<file path="config.mk">
export PLATFORM = sky130hd
export DESIGN_NAME = stxt_ctrl
export DESIGN_NICKNAME = d
export VERILOG_FILES = /design/src/scrolling_text_row_buffer_assert.svh /design/src/stxt_pkg.sv /design/src/stxt_ctrl.sv
export SDC_FILE = /design/constraint.sdc
export NUM_CORES = 1
export LEC_CHECK = 0
export BUFFER_PORTS_ARGS = -buffer_cell sky130_fd_sc_hd__buf_4
export CELL_PAD_IN_SITES_DETAIL_PLACEMENT = 1
export CELL_PAD_IN_SITES_GLOBAL_PLACEMENT = 1
export CORE_UTILIZATION = 42
export DETAILED_ROUTE_END_ITERATION = 10
export PLACE_DENSITY_LB_ADDON = 0.1
export SYNTH_ARGS = -nofsm -noshare
export SYNTH_HDL_FRONTEND = slang
export SYNTH_SLANG_ARGS = --single-unit
</file>
<file path="constraint.sdc">
create_clock -name clock -period 6.49 [get_ports clock]
set_input_delay 0.9735 -clock clock [delete_from_list [all_inputs] [get_ports clock]]
set_output_delay 0.9735 -clock clock [all_outputs]
set_load 0.01 [all_outputs]
</file>
<file path="src/scrolling_text_row_buffer_assert.svh">
// Assertion macros for the scrolling text row buffer.
// Used by the top level; no other dependencies.
`ifndef SCROLLING_TEXT_ROW_BUFFER_ASSERT_SVH
`define SCROLLING_TEXT_ROW_BUFFER_ASSERT_SVH

// same-cycle implication
`define STXT_ASSERT_IMP(lbl, clk, rst, ante, cons) \
   lbl: assert property (@(posedge clk) disable iff (rst) (ante) |-> (cons)) \
      else $error("same-cycle implication failed");

// next-cycle implication
`define STXT_ASSERT_NXT(lbl, clk, rst, ante, cons) \
   lbl: assert property (@(posedge clk) disable iff (rst) (ante) |=> (cons)) \
      else $error("next-cycle implication failed");

`endif

</file>
<file path="src/stxt_pkg.sv">
// Shared types and constants of the scrolling text row buffer.
// No dependencies; imported by the control block and the top level.
package stxt_pkg;

   localparam int CSR_IDX_W  = 2;
   localparam int CSR_DATA_W = 7;

   localparam logic [CSR_IDX_W-1:0] CSR_COLUMNS = 2'd0;
   localparam logic [CSR_IDX_W-1:0] CSR_ROWS    = 2'd1;

   localparam logic [15:0] CHAR_NEWLINE = 16'd10;

   typedef enum logic [1:0] {
      ACT_PUSH   = 2'd0,
      ACT_ROTATE = 2'd1,
      ACT_CLEAR  = 2'd2,
      ACT_READ   = 2'd3
   } action_type;

   typedef enum logic {
      ST_IDLE,
      ST_READ
   } state_type;

   typedef struct packed {
      action_type  action;
      logic [15:0] char_in;
      logic [4:0]  read_row;
      logic [5:0]  read_col;
   } req_type;

   typedef struct packed {
      logic [15:0] read_char;
      logic        full_res;
   } rsp_type;

   typedef struct packed {
      logic char_we;
      logic len_we;
      logic rd_ok;
      logic full_next;
   } ctrl_stat_type;

endpackage

</file>
<file path="src/stxt_ctrl.sv">
// Layout registers, write point, full flag and per-row valid bits.
// Depends on stxt_pkg; drives the character and row-length RAM ports.
module stxt_ctrl #(
   parameter int MAX_COLS = 64,
   parameter int MAX_ROWS = 32,
   localparam int RW  = $clog2(MAX_ROWS),
   localparam int CW  = (MAX_COLS > 1) ? $clog2(MAX_COLS) : 1,
   localparam int CNW = $clog2(MAX_COLS + 1),
   localparam int RNW = $clog2(MAX_ROWS + 1),
   localparam int AW  = $clog2(MAX_ROWS * MAX_COLS)
) (
   input  logic                            clock,
   input  logic                            reset,
   input  logic                            accept,
   input  stxt_pkg::req_type               req,
   input  logic                            csr_we,
   input  logic [stxt_pkg::CSR_IDX_W-1:0]  csr_index,
   input  logic [stxt_pkg::CSR_DATA_W-1:0] csr_wdata,
   output stxt_pkg::ctrl_stat_type         stat,
   output logic [AW-1:0]                   char_waddr,
   output logic [AW-1:0]                   char_raddr,
   output logic [15:0]                     char_wdata,
   output logic [RW-1:0]                   len_waddr,
   output logic [RW-1:0]                   len_raddr,
   output logic [CNW-1:0]                  len_wdata
);
   import stxt_pkg::*;

   localparam int COLS_RST = (MAX_COLS < 64) ? MAX_COLS : 64;
   localparam int ROWS_RST = (MAX_ROWS < 32) ? MAX_ROWS : 32;

   logic [CNW-1:0]      cols_ff, cols_in;
   logic [RNW-1:0]      rows_ff, rows_in;
   logic [RW-1:0]       top_ff, top_in;
   logic [RW-1:0]       wrow_ff, wrow_in;
   logic [CNW-1:0]      cur_ff, cur_in;
   logic                full_ff, full_in;
   logic [MAX_ROWS-1:0] vld_ff, vld_in;

   logic [RNW-1:0] rows_m1;
   logic [RW-1:0]  bottom;
   logic [RW:0]    wrow_p1;
   logic [RW:0]    top_p1;
   logic [RW-1:0]  next_wrow;
   logic [RW-1:0]  next_top;
   logic [RW:0]    psum;
   logic [RW-1:0]  phys;
   logic [CW-1:0]  rcol;
   logic [CNW-1:0] cur_p1;
   logic           rd_in_range;

   assign rows_m1   = rows_ff - RNW'(1);
   assign bottom    = (top_ff == '0) ? rows_m1[RW-1:0] : top_ff - RW'(1);
   assign wrow_p1   = {1'b0, wrow_ff} + (RW+1)'(1);
   assign top_p1    = {1'b0, top_ff} + (RW+1)'(1);
   assign next_wrow = (wrow_p1 >= (RW+1)'(rows_ff)) ? '0 : wrow_p1[RW-1:0];
   assign next_top  = (top_p1 >= (RW+1)'(rows_ff)) ? '0 : top_p1[RW-1:0];
   assign cur_p1    = cur_ff + CNW'(1);

   assign rd_in_range = (32'(req.read_row) < 32'(rows_ff)) &&
                        (32'(req.read_col) < 32'(cols_ff));
   assign psum = {1'b0, top_ff} + (RW+1)'(req.read_row);
   assign phys = (psum >= (RW+1)'(rows_ff)) ? RW'(psum - (RW+1)'(rows_ff)) : psum[RW-1:0];
   assign rcol = CW'(req.read_col);

   assign char_waddr = AW'(32'(wrow_ff) * MAX_COLS + 32'(cur_ff[CW-1:0]));
   assign char_raddr = AW'(32'(phys) * MAX_COLS + 32'(rcol));
   assign char_wdata = req.char_in;
   assign len_waddr  = wrow_ff;
   assign len_raddr  = phys;
   assign len_wdata  = cur_p1;

   always_comb begin
      cols_in       = cols_ff;
      rows_in       = rows_ff;
      top_in        = top_ff;
      wrow_in       = wrow_ff;
      cur_in        = cur_ff;
      full_in       = full_ff;
      vld_in        = vld_ff;
      stat.char_we  = 1'b0;
      stat.len_we   = 1'b0;
      stat.rd_ok    = rd_in_range && vld_ff[phys];
      if (csr_we) begin
         if (csr_index == CSR_COLUMNS) begin
            cols_in = (32'(csr_wdata) > MAX_COLS) ? CNW'(MAX_COLS) : CNW'(csr_wdata);
            top_in  = '0;
            wrow_in = '0;
            cur_in  = '0;
            full_in = 1'b0;
            vld_in  = '0;
         end else if (csr_index == CSR_ROWS && csr_wdata >= CSR_DATA_W'(2)) begin
            rows_in = (32'(csr_wdata) > MAX_ROWS) ? RNW'(MAX_ROWS) : RNW'(csr_wdata);
            top_in  = '0;
            wrow_in = '0;
            cur_in  = '0;
            full_in = 1'b0;
            vld_in  = '0;
         end
      end else if (accept) begin
         unique case (req.action)
            ACT_PUSH: begin
               if (!full_ff && req.char_in != '0) begin
                  if (req.char_in == CHAR_NEWLINE) begin
                     if (wrow_ff == bottom) begin
                        full_in = 1'b1;
                     end else begin
                        wrow_in = next_wrow;
                        cur_in  = '0;
                     end
                  end else if (cur_ff < cols_ff) begin
                     stat.char_we     = 1'b1;
                     stat.len_we      = 1'b1;
                     vld_in[wrow_ff]  = 1'b1;
                     cur_in           = cur_p1;
                     if (cur_p1 >= cols_ff) begin
                        if (wrow_ff == bottom) begin
                           full_in = 1'b1;
                        end else begin
                           wrow_in = next_wrow;
                           cur_in  = '0;
                        end
                     end
                  end
               end
            end
            ACT_ROTATE: begin
               top_in         = next_top;
               vld_in[top_ff] = 1'b0;
               wrow_in        = top_ff;
               cur_in         = '0;
               full_in        = 1'b0;
            end
            ACT_CLEAR: begin
               vld_in  = '0;
               wrow_in = top_ff;
               cur_in  = '0;
               full_in = 1'b0;
            end
            ACT_READ: begin
            end
         endcase
      end
      stat.full_next = full_in;
   end

   always_ff @(posedge clock) begin
      if (reset) begin
         cols_ff <= CNW'(COLS_RST);
         rows_ff <= RNW'(ROWS_RST);
         top_ff  <= '0;
         wrow_ff <= '0;
         cur_ff  <= '0;
         full_ff <= 1'b0;
         vld_ff  <= '0;
      end else begin
         cols_ff <= cols_in;
         rows_ff <= rows_in;
         top_ff  <= top_in;
         wrow_ff <= wrow_in;
         cur_ff  <= cur_in;
         full_ff <= full_in;
         vld_ff  <= vld_in;
      end
   end

endmodule

</file>
* Word level (Yosys, flattened, before mapping) *
Index checks and enable logic that the tools add are counted.
W data, S select, Z words.

word-level totals
  output and inout port bits = 59
  bits of input ports = 42
  RAM bits = 0
  ROM bits = 0
  logic and storage cells = 129
  memories kept = 0
  flip-flop bits (word level) = 63
  bits in latches = 0

cells by class
  bitwise operators = 4
  eq/ne operators = 12
  shift operators = 0
  add/sub/neg operators = 9
  multipliers = 0
  div/mod/pow operators = 0
  magnitude comparators = 15
  reduce and logical (&&, ||, !) cells = 22
  muxes and demuxes = 60

operators with widths
  kind                   count
  $mux W32               7
  $pmux W32 S3           1
  $mux W5                16
  $mux W7                11
  $and A32 B32 Y32       1
  $not A32 Y32           1
  $or A32 B32 Y32        1
  $add A11 B6 Y11        2
  $ge A6 B6 Y1           3
  $lt A5 B6 Y1 const B   3
  $reduce_and A6 Y1      3
  $eq A16 B4 Y1 const B  1
  $reduce_bool A16 Y1    1
  $pmux W7 S2            1
  $add A5 B1 Y6 const B  2
  $mux W1                12
  $mux W2                6
  $ne A4 B4 Y1 const B   3
  $demux W1 S5           2
  $ge A5 B1 Y1 const B   2
  $pmux W5 S2            1
  $sub A5 B1 Y5 const B  2
  $ne A3 B3 Y1 const B   3
  $add A7 B1 Y7 const B  1
  27 further kinds       36

* Depth between registers and ports, before layout *
  depth in word-level cells = 11
  mapped depth = 19
  mapped depth without buffers = 19

* Least setup slack after synthesis *
OpenSTA, ideal clock, no wires.

  path kind = input-to-output
  from = input port req[6] in the netlist's numbering
  to = output port stat[1] in the netlist's numbering
  data arrival time = 4,817 ps
  data required time = 5,516 ps
  stages on the path = 19
  path buffers = 1
  setup slack = 700 ps
  cells stage by stage = ha_1 -> inv_1 -> fa_1 -> inv_1 -> a21o_1 -> a21oi_1 -> xor2_1 -> inv_1 -> ha_1 -> and3_1 -> a31oi_1 -> a21oi_1 -> mux2i_2 -> buf_2 -> mux2i_1 -> a2bb2oi_1 -> o21ai_0 -> mux2_2 -> a211oi_1

RTL lines
  item             RTL line         RTL
  start, declared  stxt_ctrl.sv:15  input stxt_pkg::req_type req,
  end, declared    stxt_ctrl.sv:19  output stxt_pkg::ctrl_stat_type stat,

==> summary.txt <==
Final layout
  • Final core occ: 0.512
  • Share of layout cells above drive strength 1: 0.196
  • Area grow syn2layout: 17.7%
  • Nets@finish: 813
  • Antenna cells: 0
  • Finished Layout Cells: 882

Global routing
  • First-pass GRT wire length: 27.9 mm
  • Vias in the first global route: 5317
  • Initial antenna violation count: 0
  • GRT Util Overall: 0.276
  • Largest net degree at the start of global routing: 59
  • GR Overflow Total: 0

Worst setup path
  • Setup crit end kind: output port
  • Maximum fanout along the worst path: 20
  • Critical Path Start Type: input port
  • Critical path class: in -> out
  • Crit path DAT: 5060 ps
  • Worst Path Required: 5520 ps

Timing
  • Worst-Margin Slew: 1100 ps
  • Fin crit period: 6030 ps
  • Slew HR: 0.266
  • RSZ-0062 raised after global routing: no
  • Final hold slack: 462 ps
  • Worst Skew: 6.03 ps
  • # setup viols final: 0
  • Final cycle utilization of the critical path: 0.929
  • Final hold viol count: 0
  • Fmax: 166 MHz
  • Slew Viols, Final: 0
  • Setup TNS: 0 ps

Yosys
  • Top cells by area, synth: dfxtp_1 24%, ha_1 14%, a21oi_1 8.4%
  • Synth Flop Type: dfxtp_1
  • Post-synthesis sequential area ratio: 0.238
  • Ys Warns: 0
  • Top cells by count, synth: 89 x a21oi_1, 63 x dfxtp_1, 62 x nor3_1, 59 x ha_1, 41 x buf_4
  • #FFs+latches synth: 63
  • Largest area contributor in the netlist: dfxtp_1
  • Post-synth EDFFs: 0
  • Most common cell in the netlist: a21oi_1
  • Post-synthesis async set-or-reset flop share: 0
  • Post-synthesis cell type count: 59
  • Syn Area/Cell: 8.07 sq um
  • Mapped Nets: 759
  • Post-Syn Instances: 656
  • Synth top area share: 0.238
  • Mapped cell area: 5300 sq um

Detailed routing
  • DR WL met3: 670 um
  • Met2 WL: 8.60 mm
  • Routed len/inst: 19.6 um
  • Uppermost layer routed: met4
  • DRC: 0
  • DR vias: 5148
  • DR pass1 iterations: 5
  • Post-Route WL: 17.3 mm
  • DRT antenna net count: 0
  • Met1 WL: 7.70 mm
  • Via-per-instance ratio: 5.84
  • Iteration-0 DRC count of the detailed router: 343

CTS
  • # hold bufs at CTS: 0
  • Post-cts resize count: 0
  • Root buffer cell: clkbuf_16
  • Post-CTS Setup Repair Bufs: 0
  • Clock Latency Late Sink: 340 ps
  • CTS tree: yes
  • Clock sink total: 63
  • CTS Buf Count: 9
  • H-tree depth: 3
  • Clk slew on worst S/H paths: 50 ps
  • Clk buf depth: 2

Floorplan
  • Die Span Y: 114 um
  • Top Ports: 101
  • Core area: 12200 sq um
  • Die area: 13100 sq um
  • Die W: 114 um
  • Std-Cell Rows: 40
  • Starting density of the core: 0.435

Flow run
  • Max-cap violation count: 0

Worst hold path
  • Hold WC Path Type: reg -> reg

Power and ir drop
  • P_leak: 2.68 nW
  • PwrDens: 178 nW/um^2
  • VDD IR max: 0.136 mV

Place
  • Detailed Place HPWL: 13.0 mm
  • Placer congestion estimate: 0.875
  • Port-buffer cells: 100
  • Cells after DPL: 867

Outcome
  • Status: complete, no violations
==> worst paths after layout <==
path | to | slack [ps] | startpoint | cells past startpoint
setup / recovery | stat[1] | 460 | req[6] | 21
hold / removal | cols_ff[3] | 460 | cols_ff[3] | 2
setup reg to reg | cur_ff[0] | 1940 | top_ff[1] | 11
hold reg to reg | cols_ff[3] | 460 | cols_ff[3] | 2
==> power breakdown <==
part	switching (W)	internal, W	total, W
Combinational	0.000128	0.0000955	0.000223
Sequential	0.00000397	0.000390	0.000394
Clock	0.000180	0.000314	0.000494
Total	0.000312	0.000800	0.00111
==> state kept, by name (all words and copies together) (netlist names) <==
signal / cells
full_ff: 1
len_waddr: 5
top_ff: 5
cols_ff: 7
rows_ff: 6
cur_ff: 7
vld_ff: 32
==> through the flow <==
step                cell area, sq um  total power (W)  setup WS, ps
floorplan                       5300         0.000547           700
global placement                5930         0.000616           657
detailed placement              5930         0.000625           480
CTS                             6230          0.00112           470
global route                    6230          0.00116           167
finish                          6230          0.00111           459
==> critical path, stage by stage <==
cell and delay, ps:
buf_4 110, ha_1 210, inv_1 70, fa_1 200, inv_1 50, a21o_1 160
a21oi_1 170, xor2_1 210, inv_1 70, ha_1 320, and3_1 160, a31oi_1 120
a21oi_1 470, mux2i_2 270, buf_4 310, mux2_2 220, a2bb2oi_1 140, o21ai_0 110
mux2_2 300, a211oi_1 240, buf_4 160
==> layout by cell type, fill, tap and decap left out, drive strengths merged, types with 4 or more instances in the layout <==
cell type	instances
a2111oi	4
a211o	5
a211oi	14
a21o	21
a21oi	89
a22oi	13
buf	111
clkbuf	11
clkinv	4
dfxtp	63
ha	59
inv	32
mux2	6
mux2i	20
nand2	22
nand2b	16
nand3	8
nand3b	7
nor2	39
nor2b	10
nor3	62
nor3b	9
nor4	7
o21a	5
o21ai	12
o2bb2ai	6
xnor2	11
xor2	7
==> logic make-up (layout without fill, tap and decap cells) <==
logic type / count (synthesis) / after routing / synth area share
DFF: 63 / 63 / 0.238
buffers and inverters: 101 / 159 / 0.101
AOI/OAI and AO/OA: 188 / 188 / 0.230
adders and majority gates: 61 / 61 / 0.147
and+or+nand+nor: 199 / 199 / 0.203
muxes: 26 / 26 / 0.0513
xor gates and xnor gates: 18 / 18 / 0.0298
==> routing by layer <==
layer,up-vias,track usage
met2,131,0.479
li1,2466,-
met3,23,0.0487
met4,0,0.0961
met5,-,0
met1,2528,0.342
==> cell type report <==
cell class / count / area [sq um]
Fill cell: 1532 / 5930
Sequential cell: 63 / 1260
Clock buffer: 11 / 253
Inverter: 33 / 124
Tap cell: 168 / 210
Timing Repair Buffer: 111 / 833
Multi-Input combinational cell: 492 / 3510
Clock inverter: 4 / 45.0
Note: power is estimated with default switching activity, not from simulation.
